[config.mk]
export PLATFORM = sky130hd
export DESIGN_NAME = fbdrt_ctrl
export DESIGN_NICKNAME = d
export VERILOG_FILES = /design/src/design/framebuffer_dirty_rect_tracker_assert.svh /design/src/design/fbdrt_pkg.sv /design/src/design/fbdrt_ctrl.sv
export SDC_FILE = /design/constraint.sdc
export NUM_CORES = 1
export LEC_CHECK = 0
export ABC_AREA = 1
export BUFFER_PORTS_ARGS = -buffer_cell sky130_fd_sc_hd__buf_2
export CORE_AREA = 2 2 39 41
export CTS_CLUSTER_DIAMETER = 100
export DETAILED_ROUTE_END_ITERATION = 6
export DIE_AREA = 0 0 41 43
export GPL_TIMING_DRIVEN = 0
export PLACE_DENSITY_LB_ADDON = 0.25
export SLEW_MARGIN = 20
export SYNTH_ARGS = -nofsm -noshare
export SYNTH_HDL_FRONTEND = slang
export SYNTH_SLANG_ARGS = --single-unit
[constraint.sdc]
create_clock -name clk -period 2.3 [get_ports clk]
set_input_delay 0.115 -clock clk [delete_from_list [all_inputs] [get_ports clk]]
set_output_delay 0.115 -clock clk [all_outputs]
set_load 0.02 [all_outputs]
[src/design/framebuffer_dirty_rect_tracker_assert.svh]
// Assertion shorthands for the dirty rectangle tracker.
// Sampled on clk, disabled while rst is high.
`ifndef FRAMEBUFFER_DIRTY_RECT_TRACKER_ASSERT_SVH
`define FRAMEBUFFER_DIRTY_RECT_TRACKER_ASSERT_SVH

// Same-cycle implication.
`define FBDRT_ASSERT_NOW(label, ante, cons, msg) \
  label: assert property (@(posedge clk) disable iff (rst) (ante) |-> (cons)) \
    else $error(msg);

// Next-cycle implication.
`define FBDRT_ASSERT_NEXT(label, ante, cons, msg) \
  label: assert property (@(posedge clk) disable iff (rst) (ante) |=> (cons)) \
    else $error(msg);

`endif

[src/design/fbdrt_pkg.sv]
package fbdrt_pkg;

  localparam int NATIVE_WIDTH_DEF  = 160;
  localparam int NATIVE_HEIGHT_DEF = 128;
  localparam int SOURCE_WIDTH_DEF  = 256;

  localparam logic [15:0] COLOR_WHITE = 16'hFFFF;

  localparam int APB_AW = 5;
  localparam int APB_DW = 32;

  localparam logic [2:0] REG_ROTATION = 3'd0;
  localparam logic [2:0] REG_X_OFFSET = 3'd1;
  localparam logic [2:0] REG_Y_OFFSET = 3'd2;
  localparam logic [2:0] REG_DRAW_EN  = 3'd3;
  localparam logic [2:0] REG_UPD_EN   = 3'd4;

  typedef enum logic [1:0] {
    ACT_WRITE  = 2'd0,
    ACT_READ   = 2'd1,
    ACT_SCALED = 2'd2,
    ACT_FLUSH  = 2'd3
  } action_t;

  typedef struct packed {
    action_t            action;
    logic signed [11:0] coord_x;
    logic signed [11:0] coord_y;
    logic [15:0]        pixel_color;
    logic               full_width_req;
    logic               full_height_req;
  } in_item_t;

  typedef struct packed {
    logic [15:0] read_color;
    logic        pixel_changed;
    logic        window_valid;
    logic [7:0]  window_left;
    logic [7:0]  window_top;
    logic [7:0]  window_right;
    logic [7:0]  window_bottom;
    logic        full_width_window;
  } out_item_t;

  typedef struct packed {
    logic [1:0]         rotation;
    logic signed [11:0] x_offset;
    logic signed [11:0] y_offset;
    logic               drawing_enabled;
    logic               updates_accepted;
  } cfg_t;

  typedef struct packed {
    logic clear_step;
    logic load;
    logic stage_pre;
    logic stage_clip;
    logic stage_read;
    logic commit;
  } ctrl_cmd_t;

  typedef struct packed {
    logic clear_last;
    logic out_free;
  } dp_status_t;

endpackage

[src/design/fbdrt_ctrl.sv]
module fbdrt_ctrl (
  input  logic                  clk,
  input  logic                  rst,
  input  logic                  item_valid,
  output logic                  item_ready,
  input  fbdrt_pkg::dp_status_t status,
  output fbdrt_pkg::ctrl_cmd_t  cmd
);
  import fbdrt_pkg::*;

  typedef enum logic [2:0] {
    S_CLEAR,
    S_IDLE,
    S_PRE,
    S_CLIP,
    S_READ,
    S_COMMIT
  } state_t;

  state_t state;

  assign item_ready = (state == S_IDLE);

  always_comb begin
    cmd            = '0;
    cmd.clear_step = (state == S_CLEAR);
    cmd.load       = (state == S_IDLE) && item_valid;
    cmd.stage_pre  = (state == S_PRE);
    cmd.stage_clip = (state == S_CLIP);
    cmd.stage_read = (state == S_READ);
    cmd.commit     = (state == S_COMMIT) && status.out_free;
  end

  always_ff @(posedge clk) begin
    if (rst) begin
      state <= S_CLEAR;
    end else begin
      case (state)
        S_CLEAR:  if (status.clear_last) state <= S_IDLE;
        S_IDLE:   if (item_valid) state <= S_PRE;
        S_PRE:    state <= S_CLIP;
        S_CLIP:   state <= S_READ;
        S_READ:   state <= S_COMMIT;
        // hold until the output register can take the beat
        S_COMMIT: if (status.out_free) state <= S_IDLE;
        default:  state <= S_IDLE;
      endcase
    end
  end

endmodule

==> results.sh <==
export IMPL_status="complete, no violations"
export IMPL_finalCritPeriodShare_pct=54.5
export IMPL_yosysWarnings=0
export IMPL_crit_chain="inv_2, nor2_2, nand2_2, nor2_1, buf_2"
export IMPL_largest_reg_flops=3
export IMPL_clockBufferDepth=2
export IMPL_min_period_ns=1.25
export IMPL_worst_slew_pin_slew_ns=0.234
export IMPL_antenna_found_initial=0
export IMPL_crit_path_max_fanout=4
export IMPL_crit_slowest_cell="dfxtp_1"
export IMPL_grt_max_degree=8
export IMPL_first_iter_violations=6
export IMPL_grt_usage_pct=6.81
export IMPL_wire_per_inst_um=6.88
export IMPL_final_cell_count_no_fill=67
export IMPL_fillers=165
export IMPL_ys_seq_area_share_pct=27.3
export IMPL_coreArea_sq_mm=0.00138
export IMPL_grt_pass1_wl_um=779
export IMPL_viasPerCell=3.54
export IMPL_power_per_cell_area_mw_per_mm2=691
export IMPL_clkPwrFrac_pct=40.7
export IMPL_die_h_um=43
export IMPL_drv_cap=0
export IMPL_cts_made_buffers=3
export IMPL_syn_area_sq_um=220
export IMPL_fin_hold_ws_ns=0.0647
export IMPL_p_int_mw=0.146
export IMPL_ir_drop_v=0.000194
export IMPL_ys_types=12
export IMPL_io_pins=12
export IMPL_synth_fp_nets=41
export IMPL_start_util_pct=15.9
export IMPL_crit_type="flip-flop to primary output"
export IMPL_die_width_um=41
export IMPL_setup_ws_ns=1.05
export IMPL_drc=0
export IMPL_cp_arrival_ns=1.14
export IMPL_die_area_sq_mm=0.00176
export IMPL_placed_cells=63
export IMPL_worstSetupEndpointType="primary output"
export IMPL_dr_total_vias=237
export IMPL_clock_sinks=3
export IMPL_postRouteAntennaNets=0
export IMPL_ctsHoldBuffers=0
export IMPL_cts_resized=0
export IMPL_area_growth_pct=46.0
export IMPL_drive_gt1_share_pct=51.0
export IMPL_nets=57
export IMPL_hpwl_um=388
export IMPL_power_total_mw=0.222
export IMPL_dp_slack_ns=1.28
export IMPL_wirelength_um=461
export IMPL_yosys_area_top_type_share_pct=27.3
export IMPL_gp_congestion=0.741
export IMPL_path_clk_slew_ns=0.04
export IMPL_finClkSkew_ns=0.0000393
export IMPL_grt_ovfl_total=0
export IMPL_diodes=0
export IMPL_p_switching_mw=0.0758
export IMPL_register_area_sq_um=60.1
export IMPL_rows=14
export IMPL_first_pass_iters=4
export IMPL_timing_setup_tns_ns=0
export IMPL_hold_viol_final=0
export IMPL_cts_setup_buffers=0
export IMPL_root_buffer="clkbuf_4"
export IMPL_fmax_mhz=798
export IMPL_numPortBuffers=11
export IMPL_synthTopCellsByArea="dfxtp_1 (27%), inv_1 (14%), nor2_2 (11%)"
export IMPL_yosysTopAreaCell="dfxtp_1"
export IMPL_top_regs="state (3)"
export IMPL_p_seq_share_pct=28.9
export IMPL_sw_frac_of_total_pct=34.1
export IMPL_slew_viol_final=0
export IMPL_grt_pass1_vias=224
export IMPL_htree_levels=1
export IMPL_cp_required_ns=2.18
export IMPL_hold_class="primary input to flip-flop"
export IMPL_synth_avg_cell_area_sq_um=6.12
export IMPL_critPathMaxStageDelay_ns=0.37
export IMPL_p_leak_nw=0.197
export IMPL_largest_register="state"
export IMPL_setup_viol=0
export IMPL_p_comb_share_pct=30.4
export IMPL_start_kind="flip-flop"
export IMPL_maxSlewHeadroom_pct=84.3
export IMPL_synth_seq_cells=3
export IMPL_rsz0062_at_grt="false"
export IMPL_multiInputGateArea_sq_um=115
export IMPL_syn_inst=36
export IMPL_clk_latency_ns=0.23
export IMPL_cts_tree="built"
==> synth_stat cells, drive strengths merged <==
master / instances
inv: 12
nor2: 7
nand2: 6
nand3: 4
dfxtp: 3
nor3: 2
a31oi: 1
o21ai: 1
==> path summary, 6_finish.rpt <==
check | from | end | slack [ns] | cells after the start
hold reg to reg | state[2] | state[2] | 0.59 | 2
setup / recovery | state[0] | cmd[4] | 1.05 | 5
hold / removal | rst | state[2] | 0.06 | 2
setup reg to reg | state[1] | state[0] | 1.34 | 5
==> layout make-up <==
type | instances | share of cell area, %
multi-input combinational | 21 | 35.8
sequential | 3 | 18.7
timing repair buffer | 11 | 17.1
inverter | 12 | 14.0
clock buffer | 4 | 8.17
tap | 16 | 6.23
==> power groups by stage <==
| stage | logic [mW] | registers [mW] | clock network [mW] |
|---|---|---|---|
| final | 0.0676 | 0.0641 | 0.0905 |
| after global routing | 0.0764 | 0.0647 | 0.102 |
| after CTS | 0.0686 | 0.0643 | 0.0969 |
| after detailed placement | 0.0683 | 0.0650 | 0 |
| after global placement | 0.0682 | 0.0654 | 0 |
| after floorplan | 0.0504 | 0.0638 | 0 |
==> critical path, delay by kind of cell (launching register included) <==
| kind | cells | cell delay (ns) |
|---|---|---|
| simple gates | 3 | 0.32 |
| flops | 1 | 0.37 |
| buf+inv | 2 | 0.21 |
==> per-stage QoR <==
stage	area, sq um	utilization [%]
global placement	295	21.3
floorplan	220	-
detailed placement	295	21.3
CTS	322	23.2
finish	322	23.2
global route	322	23.2
==> placed cells by master, fill, tap and decap left out, drive strengths merged <==
cell type and n:
inv 12, buf 11, nor2 7, nand2 6, clkbuf 4, nand3 4
dfxtp 3, nor3 2, o21ai 1, a31oi 1
==> layer usage <==
layer	vias to the layer above	share of wire [%]	global-route usage (%)
met5	-	0	0
met4	0	0	6.00
met1	95	47	7.99
li1	136	-	-
met3	0	4.3	3.14
met2	6	49	8.75
==> cell families after synthesis <==
family / share of synthesized area, %
buffers and inverters: 20.5
DFF: 27.3
AOI/OAI and AO/OA: 5.11
and+or+nand+nor: 47.2
Power figures use the tool's default switching activity.
