[config.mk]
export PLATFORM = sky130hd
export DESIGN_NAME = fbdrt_cfg
export DESIGN_NICKNAME = d
export VERILOG_FILES = /design/src/design/framebuffer_dirty_rect_tracker_assert.svh /design/src/design/fbdrt_pkg.sv /design/src/design/fbdrt_cfg.sv
export SDC_FILE = /design/constraint.sdc
export NUM_CORES = 1
export LEC_CHECK = 0
export ABC_CLOCK_PERIOD_IN_PS = 4900
export BUFFER_PORTS_ARGS = -buffer_cell sky130_fd_sc_hd__clkbuf_2
export CORE_MARGIN = 4
export CORE_UTILIZATION = 47
export CTS_BUF_LIST = sky130_fd_sc_hd__clkbuf_8
export CTS_CLUSTER_DIAMETER = 200
export DETAILED_ROUTE_END_ITERATION = 7
export PLACE_DENSITY = 0.94
export SETUP_SLACK_MARGIN = 0.5
export SLEW_MARGIN = 10
export SYNTH_ARGS = -nofsm -noshare
export SYNTH_HDL_FRONTEND = slang
export SYNTH_SLANG_ARGS = --single-unit
[constraint.sdc]
create_clock -name clk -period 4.9 [get_ports clk]
set_clock_uncertainty 0.1 [all_clocks]
set_input_delay 0.98 -clock clk [delete_from_list [all_inputs] [get_ports clk]]
set_output_delay 0.98 -clock clk [all_outputs]
set_load 0.02 [all_outputs]
[src/design/framebuffer_dirty_rect_tracker_assert.svh]
// Assertion shorthands for the dirty rectangle tracker.
// Sampled on clk, disabled while rst is high.
`ifndef FRAMEBUFFER_DIRTY_RECT_TRACKER_ASSERT_SVH
`define FRAMEBUFFER_DIRTY_RECT_TRACKER_ASSERT_SVH

// Same-cycle implication.
`define FBDRT_ASSERT_NOW(label, ante, cons, msg) \
  label: assert property (@(posedge clk) disable iff (rst) (ante) |-> (cons)) \
    else $error(msg);

// Next-cycle implication.
`define FBDRT_ASSERT_NEXT(label, ante, cons, msg) \
  label: assert property (@(posedge clk) disable iff (rst) (ante) |=> (cons)) \
    else $error(msg);

`endif

[src/design/fbdrt_pkg.sv]
package fbdrt_pkg;

  localparam int NATIVE_WIDTH_DEF  = 160;
  localparam int NATIVE_HEIGHT_DEF = 128;
  localparam int SOURCE_WIDTH_DEF  = 256;

  localparam logic [15:0] COLOR_WHITE = 16'hFFFF;

  localparam int APB_AW = 5;
  localparam int APB_DW = 32;

  localparam logic [2:0] REG_ROTATION = 3'd0;
  localparam logic [2:0] REG_X_OFFSET = 3'd1;
  localparam logic [2:0] REG_Y_OFFSET = 3'd2;
  localparam logic [2:0] REG_DRAW_EN  = 3'd3;
  localparam logic [2:0] REG_UPD_EN   = 3'd4;

  typedef enum logic [1:0] {
    ACT_WRITE  = 2'd0,
    ACT_READ   = 2'd1,
    ACT_SCALED = 2'd2,
    ACT_FLUSH  = 2'd3
  } action_t;

  typedef struct packed {
    action_t            action;
    logic signed [11:0] coord_x;
    logic signed [11:0] coord_y;
    logic [15:0]        pixel_color;
    logic               full_width_req;
    logic               full_height_req;
  } in_item_t;

  typedef struct packed {
    logic [15:0] read_color;
    logic        pixel_changed;
    logic        window_valid;
    logic [7:0]  window_left;
    logic [7:0]  window_top;
    logic [7:0]  window_right;
    logic [7:0]  window_bottom;
    logic        full_width_window;
  } out_item_t;

  typedef struct packed {
    logic [1:0]         rotation;
    logic signed [11:0] x_offset;
    logic signed [11:0] y_offset;
    logic               drawing_enabled;
    logic               updates_accepted;
  } cfg_t;

  typedef struct packed {
    logic clear_step;
    logic load;
    logic stage_pre;
    logic stage_clip;
    logic stage_read;
    logic commit;
  } ctrl_cmd_t;

  typedef struct packed {
    logic clear_last;
    logic out_free;
  } dp_status_t;

endpackage

[src/design/fbdrt_cfg.sv]
module fbdrt_cfg (
  input  logic                          clk,
  input  logic                          rst,
  input  logic                          psel,
  input  logic                          penable,
  input  logic                          pwrite,
  input  logic [fbdrt_pkg::APB_AW-1:0]  paddr,
  input  logic [fbdrt_pkg::APB_DW-1:0]  pwdata,
  output logic [fbdrt_pkg::APB_DW-1:0]  prdata,
  output logic                          pready,
  output fbdrt_pkg::cfg_t               cfg
);
  import fbdrt_pkg::*;

  logic       wr_en;
  logic [2:0] reg_idx;

  assign pready  = 1'b1;
  assign reg_idx = paddr[4:2];
  assign wr_en   = psel && penable && pwrite;

  always_ff @(posedge clk) begin
    if (rst) begin
      cfg.rotation         <= 2'd0;
      cfg.x_offset         <= 12'sd0;
      cfg.y_offset         <= 12'sd0;
      cfg.drawing_enabled  <= 1'b1;
      cfg.updates_accepted <= 1'b1;
    end else if (wr_en) begin
      case (reg_idx)
        REG_ROTATION: cfg.rotation         <= pwdata[1:0];
        REG_X_OFFSET: cfg.x_offset         <= pwdata[11:0];
        REG_Y_OFFSET: cfg.y_offset         <= pwdata[11:0];
        REG_DRAW_EN:  cfg.drawing_enabled  <= pwdata[0];
        REG_UPD_EN:   cfg.updates_accepted <= pwdata[0];
        default: ;
      endcase
    end
  end

  always_comb begin
    case (reg_idx)
      REG_ROTATION: prdata = {30'd0, cfg.rotation};
      REG_X_OFFSET: prdata = {{20{cfg.x_offset[11]}}, cfg.x_offset};
      REG_Y_OFFSET: prdata = {{20{cfg.y_offset[11]}}, cfg.y_offset};
      REG_DRAW_EN:  prdata = {31'd0, cfg.drawing_enabled};
      REG_UPD_EN:   prdata = {31'd0, cfg.updates_accepted};
      default:      prdata = '0;
    endcase
  end

endmodule

==> flow_summary.ini <==
[run_status]
status = complete, no violations

[placed_design]
dp_hpwl_um = 2600
place_congestion = 0.752
numPortBuffers = 79
place_area_sq_um = 1820

[detailed_routing]
drtIter0Drc = 41
num_vias = 1301
avgRoutedWirePerCell_um = 12.8
drtPass1Iterations = 4
drc_errors = 0
vias_per_cell = 4.84
wl_um = 3440
drtAntennaViolNets = 0

[clocking]
ctsHoldBuffers = 0
clock_latency_ns = 0.26
cts_resized = 0
clock-sinks = 28
cts_buffers = 3
postCtsSetupRepairBufs = 0
cts_max_level = 1
cts_tree = yes
cts_root_buf = clkbuf_8
clockBufferDepth = 2
path_clk_slew_ns = 0.09

[synth]
synth_nets = 214
synth_seq_cells = 28
syn_area_per_cell_sq_um = 9.18
yosys.area.top_type_share_pct = 35.5
yosysTopAreaCell = dfxtp_1
yosysUniqueCellTypes = 23
netlist_area_sq_um = 1580
yosys-top-cells-area = dfxtp_1 (35%), mux2i_1 (19%), nand2b_1 (15%)
synthesis.instances = 172
yosys_warnings = 0
synth-seq-area-share_pct = 35.5

[timing]
finalCritPeriodShare_pct = 68.4
period_minus_slack_ns = 3.35
finalSetupViolCount = 0
slew_headroom_pct = 61.8
rsz0062_at_grt = false
tns_ns = 0
worstMarginPinSlew_ns = 0.574
hold_viol_final = 0
final-max-slew-violation-count = 0
max_freq_mhz = 299

[floorplanning]
die_area_sq_um = 4350
fp.dieH_um = 66.0
fp.coreArea_sq_um = 3130
num_io_pins = 103
die_w_um = 66.0
std_cell_rows = 20
start_util_pct = 50.5

[setup_path]
crit_fanout = 21
cp_slowest_cell = nor2b_1
crit_buf_inv = 3
cp_cell_sequence = clkbuf_2, nor2b_1, a22oi_1, nor2_1, buf_4, clkbuf_2
crit_type = primary input to output pin
endpoint_kind = output pin
cp-start-kind = primary input
cpPeakStageDelay_ns = 0.44
cp_data_required_time_ns = 3.82
cp.arrival_ns = 2.27
critPathTopFamily = buffers and inverters
crit_top_cell = clkbuf_2

[global_routing]
grt_max_degree = 42
grt_pass1_wl_um = 5520
grt_usage_pct = 16.0
grt-ovfl-total = 0
grt_antenna_before_repair = 0
first_global_vias = 1188

[finish]
diodes = 0
final_layout_size_suffix_gt1_share_pct = 39.1
mostFrequentLayoutCell = clkbuf_2
nNetsFinal = 268
syn2layout_area_growth_pct = 18.9
layout_common_cells = clkbuf_2 (79), nand2b_1 (38), mux2i_1 (30)
largestRegisters = cfg (28)
utilization_pct = 60.0
largest_reg_flops = 28
final_area_sq_um = 1880
fillers = 292
largest_register = cfg

[power_and_ir_drop]
power_density_nw_per_um2 = 219
ir_worst_vdd_mv = 0.154
p_leak_nw = 0.947

[hold_path]
hold_class = flop to flop

[job]
cap_violations = 0
## through the flow
step                      power (mW)  worst slack, ns  cells  hold WS [ns]
after floorplan                0.267            0.891    172         0.457
after global placement         0.280             1.53    265         0.378
after detailed placement       0.281             1.49    265         0.381
after CTS                      0.417             1.49    269         0.399
after global routing           0.431             1.39    269         0.418
final                          0.411             1.55    269         0.394
## worst reg2reg max path, cell delays in order, from the launching register on
cell	delay, ns
dfxtp_1	0.33
a311oi_1	0.22
a41oi_1	0.07
## logic make-up (layout without fill, tap and decap cells)
| kind of cell | after synthesis | in the layout | share of synthesized area (%) |
|---|---|---|---|
| AO/OA/AOI/OAI | 15 | 15 | 7.29 |
| other | 1 | 1 | 0.237 |
| AND/OR/NAND/NOR | 65 | 65 | 23.4 |
| buffers and inverters | 33 | 86 | 14.6 |
| multiplexers | 30 | 30 | 19.0 |
| flip-flops | 28 | 28 | 35.5 |
## report_power, final
part	total (mW)	leakage (nW)	switching [mW]	internal, mW
sequential	0.230	0.226	0.00129	0.229
clock	0.136	0.0288	0.0645	0.0717
combinational	0.0449	0.693	0.0258	0.0191
total	0.411	0.947	0.0916	0.320
## final cells by class
class,instances,area [sq um],area share [%]
repair buffers,82,418,22.3
clock buffers,4,55.1,2.93
flip-flops and latches,28,561,29.9
well taps,44,55.1,2.93
multi-input cells,111,788,42.0
## path summary, 6_finish.rpt
check	slack, ns	startpoint	depth (start not counted)	endpoint
max	1.55	paddr[3]	6	prdata[13]
min	0.39	cfg[25]$_SDFFE_PP0P_	2	cfg[25]$_SDFFE_PP0P_
max reg2reg	4.06	cfg[1]$_SDFFE_PP1P_	2	cfg[1]$_SDFFE_PP1P_
min reg2reg	0.39	cfg[25]$_SDFFE_PP0P_	2	cfg[25]$_SDFFE_PP0P_
## metal layers
layer / wire, um / global-route usage (%) / vias up
li1: - / - / 655
met2: 1720 / 28.7 / 55
met1: 1430 / 20.1 / 589
met4: 10 / 3.05 / 0
met5: 0 / 0 / -
met3: 275 / 2.72 / 2
## cell usage after synthesis
library cell,number
buf_6,3
o31a_1,1
nand2b_1,38
clkbuf_1,5
a41oi_1,1
nor2_1,16
mux2i_1,30
a2bb2oi_1,1
and2_1,1
nor2b_1,2
nand2_4,1
buf_2,4
a22oi_1,10
and4b_1,1
conb_1,1
nand4_1,1
o21ai_0,1
and2_4,1
a311oi_1,1
nand2_1,3
buf_4,21
dfxtp_1,28
nor3_1,1
Power figures use the tool's default switching activity.
